--- src/rtl/swdhte_pkg.sv ---
// Shared types, codes and helper functions for the SWD host transaction engine.
// No dependencies; the engine unit in rtl/ imports this package.
package swdhte_pkg;

  // Configuration port geometry.
  localparam int CFG_DATA_W = 6;
  localparam int CFG_IDX_W  = 1;

  // Configuration register indexes.
  localparam logic [CFG_IDX_W-1:0] CFG_TURNAROUND = 1'b0;
  localparam logic [CFG_IDX_W-1:0] CFG_RESET_HIGH = 1'b1;

  // Request kinds carried by each SWCLK period.
  localparam logic [1:0] KIND_TICK    = 2'd0;
  localparam logic [1:0] KIND_READ    = 2'd1;
  localparam logic [1:0] KIND_WRITE   = 2'd2;
  localparam logic [1:0] KIND_CONNECT = 2'd3;

  // Status codes reported on every result.
  localparam logic [1:0] ST_OK      = 2'd0;
  localparam logic [1:0] ST_WAIT    = 2'd1;
  localparam logic [1:0] ST_FAULT   = 2'd2;
  localparam logic [1:0] ST_INVALID = 2'd3;

  // Acknowledge patterns in arrival order, first bit received in the MSB.
  localparam logic [2:0] ACK_OK    = 3'b100;
  localparam logic [2:0] ACK_WAIT  = 3'b010;
  localparam logic [2:0] ACK_FAULT = 3'b001;

  // JTAG-to-SWD select code, sent MSB first.
  localparam logic [15:0] SWD_SELECT_SEQ = 16'h79E7;

  // Line reset length limits and reset values of the registers.
  localparam logic [5:0] RESET_HIGH_MIN = 6'd50;
  localparam logic [5:0] RESET_HIGH_DEF = 6'd51;
  localparam logic [2:0] TRN_DEF        = 3'd1;
  localparam logic [2:0] TRN_MIN        = 3'd1;
  localparam logic [2:0] TRN_MAX        = 3'd4;

  // Latched request: bit 0 APnDP, bit 1 RnW, bit 2 A2, bit 3 A3.
  localparam logic [3:0] REQ_IDCODE = 4'b0010;

  // Protocol phase, one-hot coded.
  typedef enum logic [8:0] {
    PH_IDLE   = 9'b000000001,
    PH_REQ    = 9'b000000010,
    PH_TRN1   = 9'b000000100,
    PH_ACK    = 9'b000001000,
    PH_TRN2   = 9'b000010000,
    PH_WDATA  = 9'b000100000,
    PH_RDATA  = 9'b001000000,
    PH_LRESET = 9'b010000000,
    PH_JTAG   = 9'b100000000
  } phase_t;

  // Even parity of a 32-bit word.
  function automatic logic parity32(input logic [31:0] v);
    return ^v;
  endfunction

  // Level of bit i of the 8-bit request header (idle bit at position 0).
  function automatic logic request_bit(input logic [5:0] i, input logic [3:0] r);
    logic b;
    b = 1'b0;
    case (i)
      6'd1:    b = 1'b1;
      6'd2:    b = r[0];
      6'd3:    b = r[1];
      6'd4:    b = r[2];
      6'd5:    b = r[3];
      6'd6:    b = ^r;
      6'd8:    b = 1'b1;
      default: b = 1'b0;
    endcase
    return b;
  endfunction

endpackage

--- src/rtl/swdhte_if.sv ---
// Valid/ready channel interfaces for the SWD host transaction engine.
// Command channel carries one SWCLK period; response channel carries its result.
// No dependencies.
interface swdhte_cmd_if;
  logic        valid;
  logic        ready;
  logic [1:0]  kind;
  logic        ap_not_dp;
  logic [1:0]  reg_addr;
  logic [31:0] write_word;
  logic        line_in;

  modport source (output valid, kind, ap_not_dp, reg_addr, write_word, line_in,
                  input ready);
  modport sink (input valid, kind, ap_not_dp, reg_addr, write_word, line_in,
                output ready);
endinterface

interface swdhte_rsp_if;
  logic        valid;
  logic        ready;
  logic        line_out;
  logic        line_drive;
  logic        busy_res;
  logic        done_res;
  logic [1:0]  status;
  logic [31:0] read_word;
  logic        parity_error;

  modport source (output valid, line_out, line_drive, busy_res, done_res, status,
                  read_word, parity_error, input ready);
  modport sink (input valid, line_out, line_drive, busy_res, done_res, status,
                read_word, parity_error, output ready);
endinterface

--- src/rtl/swd_host_transaction_engine_unit.sv ---
// SWD host transaction engine: one request per SWCLK period, one response each.
// The response is registered on the clock edge that accepts its request.
// Throughput: one request per cycle unless a held response is not taken; the response register frees as it is taken.
// Reset (rst, synchronous, active high): idle phase, counters and latched ack,
// read data and status cleared, turnaround 1 and line reset length 51.
// Depends on swdhte_pkg and the channel interfaces in swdhte_if.sv.
module swd_host_transaction_engine_unit (
  input  logic                                clk,
  input  logic                                rst,
  input  logic                                cfg_we,
  input  logic [swdhte_pkg::CFG_IDX_W-1:0]    cfg_index,
  input  logic [swdhte_pkg::CFG_DATA_W-1:0]   cfg_data,
  swdhte_cmd_if.sink                          cmd,
  swdhte_rsp_if.source                        rsp
);
  import swdhte_pkg::*;

  // Configuration registers.
  logic [2:0] turnaround_cycles;
  logic [5:0] reset_high_bits;

  // Protocol state.
  phase_t      phase, phase_next;
  logic [5:0]  bit_count, bit_count_next;
  logic [32:0] shift_word, shift_word_next;
  logic [3:0]  request_latch, request_latch_next;
  logic [2:0]  ack_bits, ack_bits_next;
  logic        parity_acc, parity_acc_next;
  logic [1:0]  connect_step, connect_step_next;
  logic [31:0] last_read, last_read_next;
  logic [1:0]  last_status, last_status_next;
  logic        last_perr, last_perr_next;

  // Response register.
  logic        out_valid;
  logic        out_line_out, out_line_drive, out_busy, out_done;
  logic [1:0]  out_status;
  logic [31:0] out_read_word;
  logic        out_perr;

  // Per-period line outputs.
  logic        lo, drive, busy, done;
  logic        accept;
  logic [2:0]  trn_len;
  logic [5:0]  high_len;
  logic        trn_last;
  logic [2:0]  ack_shift;
  logic [1:0]  ack_status;

  assign accept    = cmd.valid & cmd.ready;
  assign cmd.ready = ~out_valid | rsp.ready;

  // Configuration register writes.
  always_ff @(posedge clk) begin
    if (rst) begin
      turnaround_cycles <= TRN_DEF;
      reset_high_bits   <= RESET_HIGH_DEF;
    end else if (cfg_we) begin
      unique case (cfg_index)
        CFG_TURNAROUND: turnaround_cycles <= cfg_data[2:0];
        CFG_RESET_HIGH: reset_high_bits   <= cfg_data;
        default: ;
      endcase
    end
  end

  // Clamp the register values to their legal ranges; also find the last turnaround period and decode the acknowledge.
  always_comb begin
    if (turnaround_cycles < TRN_MIN) begin
      trn_len = TRN_MIN;
    end else if (turnaround_cycles > TRN_MAX) begin
      trn_len = TRN_MAX;
    end else begin
      trn_len = turnaround_cycles;
    end
    high_len  = (reset_high_bits < RESET_HIGH_MIN) ? RESET_HIGH_MIN : reset_high_bits;
    trn_last  = ({1'b0, bit_count} + 7'd1) >= {4'b0000, trn_len};
    ack_shift = {ack_bits[1:0], cmd.line_in};
    case (ack_shift)
      ACK_OK:    ack_status = ST_OK;
      ACK_WAIT:  ack_status = ST_WAIT;
      ACK_FAULT: ack_status = ST_FAULT;
      default:   ack_status = ST_INVALID;
    endcase
  end

  // One SWCLK period of the protocol sequencer.
  always_comb begin
    phase_next         = phase;
    bit_count_next     = bit_count;
    shift_word_next    = shift_word;
    request_latch_next = request_latch;
    ack_bits_next      = ack_bits;
    parity_acc_next    = parity_acc;
    connect_step_next  = connect_step;
    last_read_next     = last_read;
    last_status_next   = last_status;
    last_perr_next     = last_perr;
    lo    = 1'b0;
    drive = 1'b1;
    busy  = 1'b1;
    done  = 1'b0;

    unique case (phase)
      PH_IDLE: begin
        case (cmd.kind)
          KIND_READ, KIND_WRITE: begin
            request_latch_next = {cmd.reg_addr, cmd.kind == KIND_READ, cmd.ap_not_dp};
            if (cmd.kind == KIND_WRITE) begin
              shift_word_next = {parity32(cmd.write_word), cmd.write_word};
            end
            phase_next     = PH_REQ;
            bit_count_next = 6'd1;
          end
          KIND_CONNECT: begin
            lo                = 1'b1;
            connect_step_next = 2'd0;
            phase_next        = PH_LRESET;
            bit_count_next    = 6'd1;
          end
          default: begin
            busy = 1'b0;
          end
        endcase
      end

      // Request header: start, APnDP, RnW, A2, A3, parity, stop, park.
      PH_REQ: begin
        lo = request_bit(bit_count, request_latch);
        if (bit_count >= 6'd8) begin
          phase_next     = PH_TRN1;
          bit_count_next = 6'd0;
        end else begin
          bit_count_next = bit_count + 6'd1;
        end
      end

      PH_TRN1: begin
        drive = 1'b0;
        if (trn_last) begin
          phase_next     = PH_ACK;
          bit_count_next = 6'd0;
          ack_bits_next  = 3'b000;
        end else begin
          bit_count_next = bit_count + 6'd1;
        end
      end

      // Three acknowledge bits; an ok read goes to the data phase.
      PH_ACK: begin
        drive         = 1'b0;
        ack_bits_next = ack_shift;
        if (bit_count >= 6'd2) begin
          last_status_next = ack_status;
          bit_count_next   = 6'd0;
          if (ack_status == ST_OK && request_latch[1]) begin
            phase_next      = PH_RDATA;
            shift_word_next = '0;
            parity_acc_next = 1'b0;
          end else begin
            phase_next = PH_TRN2;
          end
        end else begin
          bit_count_next = bit_count + 6'd1;
        end
      end

      // Read data LSB first, then its parity bit.
      PH_RDATA: begin
        drive = 1'b0;
        if (bit_count < 6'd32) begin
          shift_word_next[bit_count] = cmd.line_in;
          parity_acc_next            = parity_acc ^ cmd.line_in;
          bit_count_next             = bit_count + 6'd1;
        end else begin
          last_perr_next = parity_acc ^ cmd.line_in;
          last_read_next = shift_word[31:0];
          phase_next     = PH_TRN2;
          bit_count_next = 6'd0;
        end
      end

      PH_TRN2: begin
        drive = 1'b0;
        if (trn_last) begin
          bit_count_next = 6'd0;
          if (last_status == ST_OK && !request_latch[1]) begin
            phase_next = PH_WDATA;
          end else begin
            done              = 1'b1;
            phase_next        = PH_IDLE;
            connect_step_next = 2'd0;
          end
        end else begin
          bit_count_next = bit_count + 6'd1;
        end
      end

      // Write data LSB first, parity bit last.
      PH_WDATA: begin
        lo = shift_word[bit_count];
        if (bit_count >= 6'd32) begin
          done              = 1'b1;
          phase_next        = PH_IDLE;
          bit_count_next    = 6'd0;
          connect_step_next = 2'd0;
        end else begin
          bit_count_next = bit_count + 6'd1;
        end
      end

      // Line reset: high periods, then one low period.
      PH_LRESET: begin
        if (bit_count < high_len) begin
          lo             = 1'b1;
          bit_count_next = bit_count + 6'd1;
        end else begin
          bit_count_next = 6'd0;
          if (connect_step == 2'd0) begin
            connect_step_next = 2'd1;
            phase_next        = PH_JTAG;
          end else begin
            connect_step_next  = 2'd3;
            request_latch_next = REQ_IDCODE;
            phase_next         = PH_REQ;
          end
        end
      end

      PH_JTAG: begin
        lo = SWD_SELECT_SEQ[4'd15 - bit_count[3:0]];
        if (bit_count >= 6'd15) begin
          connect_step_next = 2'd2;
          phase_next        = PH_LRESET;
          bit_count_next    = 6'd0;
        end else begin
          bit_count_next = bit_count + 6'd1;
        end
      end

      default: begin
        phase_next     = PH_IDLE;
        bit_count_next = 6'd0;
        busy           = 1'b0;
      end
    endcase

    if (!drive) begin
      lo = 1'b0;
    end
  end

  // State advances once per accepted request.
  always_ff @(posedge clk) begin
    if (rst) begin
      phase         <= PH_IDLE;
      bit_count     <= '0;
      shift_word    <= '0;
      request_latch <= '0;
      ack_bits      <= '0;
      parity_acc    <= 1'b0;
      connect_step  <= '0;
      last_read     <= '0;
      last_status   <= ST_OK;
      last_perr     <= 1'b0;
    end else if (accept) begin
      phase         <= phase_next;
      bit_count     <= bit_count_next;
      shift_word    <= shift_word_next;
      request_latch <= request_latch_next;
      ack_bits      <= ack_bits_next;
      parity_acc    <= parity_acc_next;
      connect_step  <= connect_step_next;
      last_read     <= last_read_next;
      last_status   <= last_status_next;
      last_perr     <= last_perr_next;
    end
  end

  // Response register valid flag.
  always_ff @(posedge clk) begin
    if (rst) begin
      out_valid <= 1'b0;
    end else if (accept) begin
      out_valid <= 1'b1;
    end else if (rsp.ready) begin
      out_valid <= 1'b0;
    end
  end

  // Response payload, loaded with each accepted request.
  always_ff @(posedge clk) begin
    if (accept) begin
      out_line_out   <= lo;
      out_line_drive <= drive;
      out_busy       <= busy;
      out_done       <= done;
      out_status     <= last_status_next;
      out_read_word  <= last_read_next;
      out_perr       <= last_perr_next;
    end
  end

  assign rsp.valid        = out_valid;
  assign rsp.line_out     = out_line_out;
  assign rsp.line_drive   = out_line_drive;
  assign rsp.busy_res     = out_busy;
  assign rsp.done_res     = out_done;
  assign rsp.status       = out_status;
  assign rsp.read_word    = out_read_word;
  assign rsp.parity_error = out_perr;

endmodule
--- src/flat_wrapper.sv ---
// flat-port wrapper written by rule: the top's interface ports become plain ports
module swd_host_transaction_engine_unit_flat import swdhte_pkg::*;
  (clk, rst, cfg_we, cfg_index, cfg_data, cmd_valid, cmd_kind, cmd_ap_not_dp, cmd_reg_addr, cmd_write_word, cmd_line_in, cmd_ready, rsp_valid, rsp_line_out, rsp_line_drive, rsp_busy_res, rsp_done_res, rsp_status, rsp_read_word, rsp_parity_error, rsp_ready);
  swdhte_cmd_if cmd_i ();
  swdhte_rsp_if rsp_i ();
  input  logic clk;
  input  logic rst;
  input  logic cfg_we;
  input  logic [swdhte_pkg::CFG_IDX_W-1:0] cfg_index;
  input  logic [swdhte_pkg::CFG_DATA_W-1:0] cfg_data;
  input wire logic [$bits(cmd_i.valid)-1:0] cmd_valid;
  input wire logic [$bits(cmd_i.kind)-1:0] cmd_kind;
  input wire logic [$bits(cmd_i.ap_not_dp)-1:0] cmd_ap_not_dp;
  input wire logic [$bits(cmd_i.reg_addr)-1:0] cmd_reg_addr;
  input wire logic [$bits(cmd_i.write_word)-1:0] cmd_write_word;
  input wire logic [$bits(cmd_i.line_in)-1:0] cmd_line_in;
  output wire logic [$bits(cmd_i.ready)-1:0] cmd_ready;
  output wire logic [$bits(rsp_i.valid)-1:0] rsp_valid;
  output wire logic [$bits(rsp_i.line_out)-1:0] rsp_line_out;
  output wire logic [$bits(rsp_i.line_drive)-1:0] rsp_line_drive;
  output wire logic [$bits(rsp_i.busy_res)-1:0] rsp_busy_res;
  output wire logic [$bits(rsp_i.done_res)-1:0] rsp_done_res;
  output wire logic [$bits(rsp_i.status)-1:0] rsp_status;
  output wire logic [$bits(rsp_i.read_word)-1:0] rsp_read_word;
  output wire logic [$bits(rsp_i.parity_error)-1:0] rsp_parity_error;
  input wire logic [$bits(rsp_i.ready)-1:0] rsp_ready;
  assign cmd_i.valid = cmd_valid;
  assign cmd_i.kind = cmd_kind;
  assign cmd_i.ap_not_dp = cmd_ap_not_dp;
  assign cmd_i.reg_addr = cmd_reg_addr;
  assign cmd_i.write_word = cmd_write_word;
  assign cmd_i.line_in = cmd_line_in;
  assign cmd_ready = cmd_i.ready;
  assign rsp_valid = rsp_i.valid;
  assign rsp_line_out = rsp_i.line_out;
  assign rsp_line_drive = rsp_i.line_drive;
  assign rsp_busy_res = rsp_i.busy_res;
  assign rsp_done_res = rsp_i.done_res;
  assign rsp_status = rsp_i.status;
  assign rsp_read_word = rsp_i.read_word;
  assign rsp_parity_error = rsp_i.parity_error;
  assign rsp_i.ready = rsp_ready;
  swd_host_transaction_engine_unit u_core (.clk(clk), .rst(rst), .cfg_we(cfg_we), .cfg_index(cfg_index), .cfg_data(cfg_data), .cmd(cmd_i), .rsp(rsp_i));
endmodule
--- config.mk ---
export PLATFORM = sky130hd
export DESIGN_NAME = swd_host_transaction_engine_unit_flat
export DESIGN_NICKNAME = d
export VERILOG_FILES = /design/src/rtl/swdhte_pkg.sv /design/src/rtl/swdhte_if.sv /design/src/rtl/swd_host_transaction_engine_unit.sv /design/src/flat_wrapper.sv
export SDC_FILE = /design/constraint.sdc
export NUM_CORES = 1
export LEC_CHECK = 0
export ABC_AREA = 1
export BUFFER_PORTS_ARGS = -buffer_cell sky130_fd_sc_hd__buf_2
export CELL_PAD_IN_SITES_DETAIL_PLACEMENT = 2
export CELL_PAD_IN_SITES_GLOBAL_PLACEMENT = 2
export CORE_UTILIZATION = 35
export DETAILED_ROUTE_END_ITERATION = 16
export GPL_TIMING_DRIVEN = 0
export PLACE_DENSITY = 0.83
export SLEW_MARGIN = 20
export SYNTH_ARGS = -nofsm -noshare
export SYNTH_HDL_FRONTEND = slang
export SYNTH_SLANG_ARGS = --single-unit
--- constraint.sdc ---
create_clock -name clk -period 7.4 [get_ports clk]
set_clock_uncertainty 0.2 [all_clocks]
set_input_delay 1.11 -clock clk [delete_from_list [all_inputs] [get_ports clk]]
set_output_delay 1.11 -clock clk [all_outputs]
set_load 0.1 [all_outputs]
**Word-level counts from Yosys, hierarchy flattened**

Memories as Yosys holds them, arrays and structs flattened.
Cells that the tools add are included.

- Register bits: 141
- Memories: 1
- Bits in read-only memories: 16
- Logic and storage cells: 186
- Output and inout port bits: 41
- Input port bits: 50

- Multiplexer cells: 75
- Reduce and logical (&&, ||, !) cells: 30
- Bitwise logic cells: 5
- Equality and inequality tests: 39
- Add/subtract/negate cells: 3
- Magnitude comparators: 13

Memories:

| name | depth | width | rd ports | clocked after Yosys merged registers in | write ports | line | RTL |
|---|---|---|---|---|---|---|---|
| (name not given) | 16 | 1 | 1 | 0 | 0 | swd_host_transaction_engine_unit.sv:231 | `lo = SWD_SELECT_SEQ[4'd15 - bit_count[3:0]];` |

Operator list:

| kind | number |
|---|---|
| two-way mux 33 bit | 5 |
| one-hot mux 33 bit (3 select lines) | 1 |
| two-way mux 9 bit | 9 |
| one-hot mux 9 bit (9 select lines) | 1 |
| two-way mux 32 bit | 2 |
| two-way mux 6 bit | 10 |
| one-hot mux 6 bit (8 select lines) | 1 |
| bitwise mux 33 bit | 1 |
| parity 32 bit | 1 |
| two-way mux 2 bit | 10 |
| == test 6 x 3 -> 1 bit, second input constant | 3 |
| != test 2 x 1 -> 1 bit, second input constant | 9 |
| one-hot mux 9 bit (2 select lines) | 1 |
| two-way mux 1 bit | 17 |
| != test 2 bit, second input constant | 7 |
| == test 6 x 2 -> 1 bit, second input constant | 2 |
| greater-or-equal comparator 6 x 4 -> 1 bit, second input constant | 2 |
| less-than comparator 6 bit, second input constant | 2 |
| two-way mux 4 bit | 3 |
| one-hot mux 2 bit (5 select lines) | 1 |
| AND reduction 10 bit | 1 |
| AND reduction 5 bit | 2 |
| == test 9 x 1 -> 1 bit, second input constant | 1 |
| == test 9 x 2 -> 1 bit, second input constant | 1 |
| other kinds (56) | 72 |

**Logic depth before layout (Yosys ltp)**

Gate-level depths: netlist of run 1.

- Depth in word-level cells: 7
- Gate-level depth with buffers: 17
- Mapped depth without buffers: 17

**Least setup slack after synthesis of run 1**

No wires, ideal clock.

- Path type: input to register
- From: input port rsp_ready
- To: register u_core.out_busy, in the netlist u_core.rsp.busy_res, enable pin
- Library setup time: 0.418 ns
- Buffers on the path: 1
- Stages on the path: 5
- Setup slack: 3.374 ns
- Required time: 6.782 ns
- Arrival: 3.407 ns
- Path through: inv_1 > nand2_1 > nand2_1 > inv_1 > clkbuf_1

- Longest elaborated chain between the ends: 2

RTL lines:

| element | line | RTL |
|---|---|---|
| start: declaration | flat_wrapper.sv:26 | `input wire logic [$bits(rsp_i.ready)-1:0] rsp_ready;` |
| bitwise OR 1 bit | swd_host_transaction_engine_unit.sv:51 | `assign cmd.ready = ~out_valid \| rsp.ready;` |
| net cmd_ready | flat_wrapper.sv:17 | `output wire logic [$bits(cmd_i.ready)-1:0] cmd_ready;` |
| bitwise AND 1 bit | swd_host_transaction_engine_unit.sv:50 | `assign accept = cmd.valid & cmd.ready;` |
| net u_core.accept | swd_host_transaction_engine_unit.sv:43 | `logic accept;` |
| end signal: assignment | swd_host_transaction_engine_unit.sv:296 | `out_busy <= busy;` |
| end: declaration | swd_host_transaction_engine_unit.sv:36 | `logic out_line_out, out_line_drive, out_busy, out_done;` |

The timed path passes the listed nets, and every way through them passes these cells.
A chain may end at the register's enable or synchronous reset.

**Worst setup path in the final report of run 1**

- From: register u_core.bit_count[0]
- To: register u_core.phase[7]

- Longest elaborated chain between the ends: 4
- Elaborated cells between the ends (all ways): 17
- Those cells by class: 1 x add/sub; 7 x order compare; 8 x eq/ne; 1 x reduce/logical

RTL lines:

| element | line | RTL |
|---|---|---|
| start: declaration | swd_host_transaction_engine_unit.sv:24 | `logic [5:0] bit_count, bit_count_next;` |
| start signal: assignment | swd_host_transaction_engine_unit.sv:268 | `bit_count <= bit_count_next;` |
| adder 6 x 1 -> 7 bit | swd_host_transaction_engine_unit.sv:77 | `trn_last = ({1'b0, bit_count} + 7'd1) >= {4'b0000, trn_len};` |
| greater-or-equal comparator 7 x 3 -> 1 bit | swd_host_transaction_engine_unit.sv:77 |  |
| != test 2 x 1 -> 1 bit (no source line) | n/a |  |
| AND reduction 10 bit (no source line) * | n/a |  |
| end signal: assignment | swd_host_transaction_engine_unit.sv:267 | `phase <= phase_next;` |
| end: declaration | swd_host_transaction_engine_unit.sv:23 | `phase_t phase, phase_next;` |

Mark *: on every way between the ends. The rest lies on a longest branch, timed or not.

==> impl_metrics.py, run 1 <==
metrics = {
    "run_status": {
        "status": "finished, final reports clean",
    },
    "clocking": {
        "cts_sinks": 141,
        "cts_tree": "done",
        "htreeDepth": 4,
        "path_clk_slew_ns": 0.07,
        "holdBufCountCts": 0,
        "post_cts_resized": 0,
        "cts-root-buf": "clkbuf_16",
        "cts_made_buffers": 17,
        "cts_buffer_depth": 2,
        "cts_setup_buffers": 0,
        "insertion_delay_ns": 0.45,
    },
    "global_routing": {
        "grt_pass1_vias": 9579,
        "antenna_found_initial": 0,
        "grt_pass1_wl_um": 53400,
        "overflow": 0,
        "grt_usage_pct": 28.4,
        "grt_max_degree": 35,
    },
    "routing": {
        "first_pass_iters": 5,
        "wire_per_inst_um": 19.6,
        "drc": 0,
        "initialDrtViolationCount": 473,
        "vias": 9114,
        "drt.antenna.violating_nets": 0,
        "routed_wl_um": 34000,
        "via_per_inst": 5.26,
    },
    "power_and_ir_drop": {
        "p_per_area_nw_per_um2": 251,
        "p_leak_nw": 4.88,
        "finalPower_mw": 2.50,
        "max-vdd-ir-drop_v": 0.000116,
    },
    "synth": {
        "ys.flop_type": "dfxtp_1",
        "synth_enable_flop_cells": 39,
        "syn_inst": 1290,
        "synthArstFlopShare_pct": 0,
        "synth_area_um2": 8520,
        "ys_ff_latch": 141,
        "yosysWarnings": 0,
        "synth_area_per_cell_um2": 6.61,
        "synth-seq-area-share_pct": 37.7,
        "netlist-cell-type-count": 44,
    },
    "setup_path": {
        "crit_top_cell": "nand2_1",
        "critPathKind": "register to register",
        "crit_slowest_cell": "dfxtp_1",
        "r2r-start": "u_core.bit_count[0]",
        "path_cells": "buf_4 > inv_2 > nor2_2 > nand2_1 > nor2_1 > ha_1 > inv_1 > nor2_1 > nand2_1 > nor2_4 > nand2_1 > nand2_1 > nor2_4 > nand2_1 > nand2_1 > nand2_1 > nor2_1",
        "r2r_cells": 17,
        "worstSetupStartpointType": "register",
        "critPathBufInv": 3,
        "max_stage_delay_ns": 0.42,
        "critPathRequiredTime_ns": 7.56,
        "critPathTopFamily": "simple AND/OR/NAND/NOR gates",
        "cp.depth": 17,
        "cp_max_fo": 8,
        "crit_arrival_ns": 3.34,
        "crit_start": "u_core.bit_count[0]",
        "rrSetupSlack_ns": 4.22,
        "end_kind": "register",
    },
    "timing": {
        "grt_setup_unrepaired": "no",
        "final-max-slew-violation-count": 0,
        "finalSetupTns_ns": 0,
        "slew_headroom_pct": 47.8,
        "worst_pin_slew_ns": 0.783,
        "setup_violations": 0,
        "fmax_mhz": 314,
        "fin_crit_ns": 3.18,
        "final_hold_viol_count": 0,
        "finalCritPeriodShare_pct": 43.0,
    },
    "layout": {
        "nets": 1467,
        "final_common_cell": "nand2_1",
        "final_layout_size_suffix_gt1_share_pct": 13.0,
        "mostFrequentLayoutCells": "307 x nand2_1, 227 x nor2_1, 173 x inv_1, 102 x dfxtp_1, 96 x buf_2",
        "diodes": 0,
        "final_util_pct": 42.2,
        "areaGrowthSynthToFinish_pct": 17.2,
    },
    "worst_hold_path": {
        "min-delay-start": "u_core.reset_high_bits[4]",
        "hp-class": "register to register",
        "whs_path_depth": 2,
    },
    "floorplan": {
        "die-area_um2": 25000,
        "core_area_um2": 23700,
        "dieWidth_um": 158,
        "die_h_um": 158,
        "initial_core_util_pct": 36.0,
        "ios": 91,
        "rows": 56,
    },
    "place": {
        "gp_congestion": 0.883,
        "hpwl_um": 25800,
        "io_buffers": 89,
    },
    "run": {
        "drv_cap": 0,
    },
}
==> power by group <==
part	internal [mW]	switching, mW
sequential	0.876	0.0522
combinational	0.180	0.508
clock	0.454	0.432
==> metrics by stage <==
step	hold WS (ns)	cell area (µm²)	std cells	worst slack, ns
2_1_floorplan	0.236	8520	1291	3.37
3_3_place_gp	0.250	9370	1699	3.36
3_5_place_dp	0.265	9390	1700	4.12
4_1_cts	0.284	9980	1732	4.21
5_1_grt	0.312	9980	1732	4.03
6_report	0.280	9980	1732	4.22
==> kinds of logic (layout without fill, tap and decap cells) <==
logic type                 Yosys count  in the layout  synth area share (%)
AOI/OAI and AO/OA                  261            261                  16.7
xor gates and xnor gates             9              9                 0.925
adders and majority gates           17             17                  2.50
buffers and inverters              233            355                  11.5
DFF                                141            141                  37.7
muxes                                2              2                 0.264
other                                1              2                0.0440
and+or+nand+nor                    626            626                  30.4
==> registers in the layout (all words and copies together) (netlist names) <==
signal / count
u_core.rsp.parity_error: 1
u_core.request_latch: 4
u_core.bit_count: 6
u_core.shift_word: 33
u_core.rsp.line_out: 1
u_core.turnaround_cycles: 3
u_core.reset_high_bits: 6
u_core.rsp.done_res: 1
u_core.last_read: 32
u_core.rsp.busy_res: 1
u_core.last_status: 2
u_core.rsp.status: 2
u_core.rsp.line_drive: 1
u_core.ack_bits: 2
u_core.phase: 9
u_core.last_perr: 1
u_core.connect_step: 2
u_core.rsp.read_word: 32
u_core.parity_acc: 1
u_core.rsp.valid: 1
==> per-layer routing <==
metal  wire, µm  GRT usage (%)
met1      15700           37.0
met2      16400           48.5
met3       1290           3.20
met4        684           9.29
met5          0              0
==> worst register-to-register path, stage by stage, from the launching register on <==
cell	delay, ns
dfxtp_1	0.42
buf_4	0.22
inv_2	0.11
nor2_2	0.26
nand2_1	0.18
nor2_1	0.13
ha_1	0.24
inv_1	0.11
nor2_1	0.06
nand2_1	0.15
nor2_4	0.07
nand2_1	0.13
nand2_1	0.11
nor2_4	0.20
nand2_1	0.17
nand2_1	0.12
nand2_1	0.08
nor2_1	0.14
==> synth_stat cells (2+ instances only) <==
master / n / share of area (%)
o311ai_0: 9 / 0.93
clkbuf_1: 27 / 1.2
buf_6: 10 / 1.3
nor2_2: 7 / 0.51
o21ai_1: 67 / 3.9
dfxtp_1: 102 / 24
nand3_1: 50 / 2.9
edfxtp_1: 39 / 14
buf_2: 7 / 0.41
nor2_4: 7 / 0.93
xor2_1: 2 / 0.21
o21ai_0: 80 / 4.7
nand2_2: 6 / 0.44
a22oi_1: 4 / 0.35
a21oi_1: 60 / 3.5
o22ai_1: 23 / 1.7
nor3_1: 5 / 0.29
mux2_2: 2 / 0.26
a211oi_1: 2 / 0.18
a31oi_1: 8 / 0.59
buf_4: 4 / 0.35
nor2_1: 227 / 10
xnor2_1: 7 / 0.72
nand2_1: 307 / 14
nand3_2: 2 / 0.23
inv_1: 173 / 7.6
nand3b_1: 4 / 0.35
ha_1: 17 / 2.5
nand4_1: 7 / 0.51
o211ai_1: 3 / 0.26
inv_2: 9 / 0.40
==> path summary, 6_finish.rpt <==
check | end
min | u_core.reset_high_bits[4]
max reg2reg | u_core.phase[7]
max | u_core.phase[7]
min reg2reg | u_core.reset_high_bits[4]
==> final cells by class <==
type,count,area (µm²)
plain buffers,49,285
clock buffers,17,425
clock inverters,15,169
fillers,2948,13700
inverters,184,693
multi-input cells,917,4330
flip-flops and latches,141,3210
well taps,319,399
repair buffers,90,465
No activity file was read; power rests on OpenSTA's default activity.
==> inputs of run 2 (changes only) <==
--- a/config.mk
+++ b/config.mk
@@ -5,14 +5,14 @@
 export SDC_FILE = /design/constraint.sdc
 export NUM_CORES = 1
 export LEC_CHECK = 0
-export ABC_AREA = 1
+export ABC_AREA = 0
 export BUFFER_PORTS_ARGS = -buffer_cell sky130_fd_sc_hd__buf_2
 export CELL_PAD_IN_SITES_DETAIL_PLACEMENT = 2
 export CELL_PAD_IN_SITES_GLOBAL_PLACEMENT = 2
-export CORE_UTILIZATION = 35
+export CORE_UTILIZATION = 36
 export DETAILED_ROUTE_END_ITERATION = 16
 export GPL_TIMING_DRIVEN = 0
-export PLACE_DENSITY = 0.83
+export PLACE_DENSITY = 0.78
 export SLEW_MARGIN = 20
 export SYNTH_ARGS = -nofsm -noshare
 export SYNTH_HDL_FRONTEND = slang
==> constraint.sdc (replaced) <==
create_clock -name clk -period 3.3 [get_ports clk]
set_clock_uncertainty 0.2 [all_clocks]
set_input_delay 0.495 -clock clk [delete_from_list [all_inputs] [get_ports clk]]
set_output_delay 0.495 -clock clk [all_outputs]
set_load 0.1 [all_outputs]
==> impl_metrics.py, run 2 <==
metrics = {
    "timing": {
        "fin_hold_ws_ns": 0.0961,
        "final-max-slew-violation-count": 0,
        "final_hold_viol_count": 0,
        "setup_violations": 0,
        "finalSetupTns_ns": 0,
        "slew_headroom_pct": 28.5,
        "finalCritPeriodShare_pct": 94.2,
        "worst_pin_slew_ns": 1.06,
        "fin_crit_ns": 3.11,
        "fmax_mhz": 322,
    },
    "global_routing": {
        "overflow": 0,
        "grt_max_degree": 49,
        "grt_pass1_wl_um": 49600,
        "grt_usage_pct": 27.8,
        "grt_pass1_vias": 8504,
        "antenna_found_initial": 0,
    },
    "layout": {
        "mostFrequentLayoutCells": "146 x nand2_1, 112 x a21oi_1, 101 x dfxtp_1, 96 x buf_2, 87 x nor2_1",
        "ff_latch_area_um2": 3210,
        "nets": 1128,
        "fillCellCount": 2499,
        "diodes": 0,
        "top_register": "u_core.shift_word",
        "final_util_pct": 43.9,
        "multi_input_area_um2": 4660,
        "final_common_cell": "nand2_1",
        "final_layout_size_suffix_gt1_share_pct": 21.0,
        "areaGrowthSynthToFinish_pct": 18.1,
        "postLayoutCellArea_um2": 9740,
        "largest_reg_flops": 33,
    },
    "setup_path": {
        "crit_top_cell": "inv_1",
        "worstSetupStartpointType": "register",
        "reg2reg_to": "u_core.bit_count[2]",
        "rrSetupSlack_ns": 0.19,
        "path_cells": "clkbuf_1 > inv_1 > ha_1 > inv_1 > a211oi_1 > o211ai_1 > buf_4 > o211a_2 > a221oi_1 > a21o_1",
        "end_kind": "register",
        "r2r-start": "u_core.bit_count[5]",
        "cp_max_fo": 10,
        "crit_slowest_cell": "dfxtp_1",
        "crit_arrival_ns": 3.29,
        "r2r_cells": 10,
        "max_stage_delay_ns": 0.56,
        "critPathKind": "register to register",
        "critPathRequiredTime_ns": 3.48,
    },
    "worst_hold_path": {
        "holdPathEnd": "u_core.reset_high_bits[5]",
        "hp-class": "primary input to register",
        "whs_path_depth": 3,
        "min-delay-start": "cfg_data[5]",
    },
    "synth": {
        "syn_inst": 948,
        "synthTopCellsByArea": "dfxtp_1 25%, edfxtp_1 14%, a21oi_1 6.8%, nand2_1 6.7%, a211oi_2 4.6%",
        "ys.flop_type": "dfxtp_1",
        "synth_area_um2": 8240,
        "synth_enable_flop_cells": 39,
        "yosysWarnings": 0,
        "synth_area_per_cell_um2": 8.69,
        "synth-seq-area-share_pct": 39.0,
        "ys_ff_latch": 141,
        "netlist-cell-type-count": 70,
        "yosys-top-cells-count": "146 x nand2_1, 112 x a21oi_1, 102 x dfxtp_1",
        "synthMostInstantiatedCell": "nand2_1",
        "yosysTopAreaCellShare_pct": 24.8,
        "yosys.area.top_type": "dfxtp_1",
        "synthArstFlopShare_pct": 0,
    },
    "power_and_ir_drop": {
        "p_leak_nw": 3.54,
        "p_per_area_nw_per_um2": 498,
        "finalPower_mw": 4.85,
        "max-vdd-ir-drop_v": 0.000253,
    },
    "clocking": {
        "cts-root-buf": "clkbuf_16",
        "cts_sinks": 141,
        "insertion_delay_ns": 0.44,
        "cts_tree": "done",
        "cts_buffer_depth": 2,
        "path_clk_slew_ns": 0.07,
        "cts_made_buffers": 17,
        "htreeDepth": 4,
    },
    "floorplan": {
        "die-area_um2": 23500,
        "initial_core_util_pct": 37.2,
        "dieWidth_um": 153,
        "die_h_um": 153,
        "rows": 54,
        "core_area_um2": 22200,
        "ios": 91,
    },
    "place": {
        "gp_congestion": 0.861,
        "hpwl_um": 23300,
        "io_buffers": 87,
        "postPlaceCellArea_um2": 9050,
    },
    "routing": {
        "drc": 0,
        "routed_wl_um": 32000,
        "drt.antenna.violating_nets": 0,
        "via_per_inst": 5.75,
        "initialDrtViolationCount": 319,
        "vias": 7789,
        "first_pass_iters": 5,
        "wire_per_inst_um": 23.6,
    },
    "run": {
        "drv_cap": 0,
    },
    "run_status": {
        "status": "finished, final reports clean",
    },
}
[run 2: cell count changes after synthesis, moves of 27 or more]
cell      previous run  this run
a21oi_1             60       112
nor2_1             227        87
a211oi_2             0        30
nand2_1            307       146
o21ai_0             80        25
o21ai_1             67         5
inv_1              173        20
mux2i_1              0        27
[run 2: logic make-up (layout without fill, tap and decap cells)]
kind of cell,count (synthesis),count (layout),synth area share [%]
fa+ha+maj,17,17,2.58
flops,141,141,39.0
buf+inv,90,215,4.92
simple gates,353,353,20.3
mux,64,64,8.75
xor+xnor,38,38,4.04
other cells,1,2,0.0455
compound gates,244,244,20.4
[run 2: metrics by stage]
stage,instances,setup WS (ns)
after CTS,1352,0.0205
after global routing,1354,-0.00222
after global placement,1316,-1.15
after detailed placement,1316,-1.19
after floorplan,949,0.102
final,1354,0.192
[run 2: critical path, delay by kind of cell, from the launching register on]
kind | cells | cell delay, ns
AO/OA/AOI/OAI | 5 | 1.17
adder cells (fa/ha/maj) | 1 | 0.31
flip-flops | 1 | 0.56
buffers and inverters | 4 | 0.81
[run 2: worst max path at each step]
stage                          endpoint  slack, ns  cells after the start                start
floorplan           u_core.rsp.busy_res       0.10                      4     u_core.rsp.valid
global placement        u_core.phase[4]      -1.15                     11  u_core.bit_count[1]
detailed placement      u_core.phase[4]      -1.19                     11  u_core.bit_count[1]
CTS                     u_core.phase[4]       0.02                     13  u_core.bit_count[2]
global route            u_core.phase[8]     -0.002                     12  u_core.bit_count[0]
finish              u_core.bit_count[2]       0.19                     10  u_core.bit_count[5]
[run 2: repair_timing]
action,in CTS,in global routing
hold endpoints to repair,0,0
hold buffers,0,0
setup buffers,5,2
setup endpoints to repair,22,18
gates resized for setup,15,16
pin swaps,3,2
[run 2: layer usage]
layer,vias up,part of all wire (%),global-route usage [%]
met5,-,0,0
met4,0,3.0,11.1
met3,58,3.8,4.71
met2,172,51,49.7
met1,3938,42,32.8
li1,3621,-,-
[run 2: where the power goes]
group	switching (mW)	internal (mW)	leakage, nW	total, mW
clock network	0.915	1.01	0.285	1.93
logic	0.710	0.301	2.05	1.01
registers	0.0628	1.84	1.21	1.91
[run 2: layout make-up]
class                   count  area share (%)
clock buffers              18            4.41
plain buffers              69            3.74
multi-input cells         718            47.9
well taps                 280            3.60
inverters                  20           0.771
clock inverters            14            1.54
flip-flops and latches    141            33.0
repair buffers             94            5.01
==> inputs of run 3 (changes only) <==
--- a/config.mk
+++ b/config.mk
@@ -6,13 +6,13 @@
 export NUM_CORES = 1
 export LEC_CHECK = 0
 export ABC_AREA = 0
-export BUFFER_PORTS_ARGS = -buffer_cell sky130_fd_sc_hd__buf_2
 export CELL_PAD_IN_SITES_DETAIL_PLACEMENT = 2
 export CELL_PAD_IN_SITES_GLOBAL_PLACEMENT = 2
-export CORE_UTILIZATION = 36
+export CORE_UTILIZATION = 25
 export DETAILED_ROUTE_END_ITERATION = 16
+export DONT_BUFFER_PORTS = 1
 export GPL_TIMING_DRIVEN = 0
-export PLACE_DENSITY = 0.78
+export PLACE_DENSITY = 0.53
 export SLEW_MARGIN = 20
 export SYNTH_ARGS = -nofsm -noshare
 export SYNTH_HDL_FRONTEND = slang
==> impl_metrics.py, run 3 (synthesis gave the netlist of run 2 again) <==
metrics = {
    "routing": {
        "drt.antenna.violating_nets": 0,
        "vias": 7288,
        "drc": 0,
        "initialDrtViolationCount": 296,
        "via_per_inst": 5.06,
        "routed_wl_um": 32900,
        "first_pass_iters": 4,
        "wire_per_inst_um": 22.9,
    },
    "clocking": {
        "insertion_delay_ns": 0.46,
        "cts_sinks": 141,
        "cts_tree": "done",
        "cts_buffer_depth": 2,
        "cts-root-buf": "clkbuf_16",
        "cts_made_buffers": 17,
        "htreeDepth": 4,
        "path_clk_slew_ns": 0.07,
    },
    "timing": {
        "finalCritPeriodShare_pct": 94.8,
        "fin_crit_ns": 3.13,
        "finalSetupTns_ns": 0,
        "grt_setup_unrepaired": "no",
        "fmax_mhz": 320,
        "worst_pin_slew_ns": 1.14,
        "setup_violations": 0,
        "final_hold_viol_count": 0,
        "final-max-slew-violation-count": 0,
        "slew_headroom_pct": 23.4,
        "fin_hold_ws_ns": 0.0255,
        "layout_setup_ws_ns": 0.171,
    },
    "floorplan": {
        "core_area_um2": 32500,
        "rows": 66,
        "die-area_um2": 33700,
        "ios": 91,
        "initial_core_util_pct": 25.4,
        "die_h_um": 184,
        "dieWidth_um": 184,
    },
    "worst_hold_path": {
        "min-delay-start": "cfg_data[2]",
        "whs_path_depth": 2,
        "hp-class": "primary input to register",
        "holdPathEnd": "u_core.turnaround_cycles[2]",
    },
    "run_status": {
        "status": "finished, final reports clean",
    },
    "place": {
        "io_buffers": 0,
        "dp_worst_setup_slack_ns": -1.47,
        "gp_congestion": 0.785,
        "placedCellCount": 1391,
        "hpwl_um": 24600,
    },
    "setup_path": {
        "end_kind": "register",
        "critPathKind": "register to register",
        "critPathRequiredTime_ns": 3.41,
        "reg2reg_to": "u_core.phase[2]",
        "r2r-start": "u_core.bit_count[2]",
        "cp_max_fo": 10,
        "r2r_cells": 12,
        "worstSetupStartpointType": "register",
        "crit_arrival_ns": 3.24,
        "rrSetupSlack_ns": 0.17,
    },
    "power_and_ir_drop": {
        "p_per_area_nw_per_um2": 502,
        "p_leak_nw": 3.27,
        "max-vdd-ir-drop_v": 0.000410,
    },
    "layout": {
        "final_layout_size_suffix_gt1_share_pct": 15.7,
        "fin_cells": 1441,
        "top_register": "u_core.shift_word",
        "largest_reg_flops": 33,
        "mostFrequentLayoutCells": "146 x nand2_1, 112 x a21oi_1, 100 x dfxtp_1, 86 x nor2_1",
        "nets": 1053,
        "areaGrowthSynthToFinish_pct": 17.4,
        "final_common_cell": "nand2_1",
        "diodes": 0,
    },
    "global_routing": {
        "overflow": 0,
        "grt_pass1_vias": 7992,
        "grt_pass1_wl_um": 50600,
        "antenna_found_initial": 0,
        "grt_usage_pct": 20.5,
        "grt_max_degree": 49,
    },
    "run": {
        "drv_cap": 0,
    },
}
[run 3: per-layer routing]
layer  track usage [%]  part of all wire, %  vias to the layer above
li1                  -                    -                     3479
met1              26.0                   46                     3673
met2              34.3                   48                      107
met3              4.46                  4.1                       29
met4              6.27                  1.6                        0
met5                 0                    0                        -
[run 3: where the power goes]
group          internal, mW  switching (mW)  total (mW)
logic                 0.279           0.472       0.750
registers              1.85           0.261        2.11
clock network          1.12           0.880        2.00
[run 3: worst max-delay path, stage by stage (launching register included)]
cell and delay (ns):
dfxtp_1 0.35, clkbuf_2 0.23, buf_6 0.21, clkbuf_4 0.25, nand2b_1 0.15, nand2_1 0.07, ha_1 0.27, inv_1 0.04
o211ai_1 0.34, o211ai_1 0.27, buf_4 0.21, o31ai_1 0.28, a21oi_1 0.11
[run 3: timing repair]
item,CTS,global route
setup endpoints to repair,109,42
gates resized for setup,26,16
endpoints found under the hold margin,9,0
hold buffers,7,0
pin swaps,3,4
setup buffers,7,5
[run 3: metrics by stage]
stage	power, mW	area (µm²)	util, %
2_1_floorplan	2.62	8250	-
3_3_place_gp	2.86	8810	27.1
3_5_place_dp	2.86	8810	27.1
4_1_cts	4.93	9590	29.5
5_1_grt	5.07	9680	29.8
6_report	4.86	9680	29.8
[run 3: how the worst max path moves through the flow]
stage | from | endpoint | slack [ns] | depth (start not counted)
global placement | u_core.bit_count[1] | u_core.phase[7] | -1.43 | 11
global route | u_core.bit_count[2] | u_core.phase[2] | 0.001 | 12
finish | u_core.bit_count[2] | u_core.phase[2] | 0.17 | 12
floorplan | u_core.rsp.valid | u_core.rsp.busy_res | 0.10 | 4
detailed placement | u_core.bit_count[1] | u_core.phase[4] | -1.47 | 11
CTS | u_core.bit_count[2] | u_core.phase[2] | 0.004 | 12
[run 3: cell type report]
cell class	instances	area [µm²]
Clock buffer	17	425
Inverter	20	75.1
Fill cell	3693	22800
Multi-Input combinational cell	718	4710
Clock inverter	15	160
Tap cell	442	553
Buffer	69	383
Sequential cell	141	3220
Timing Repair Buffer	19	160
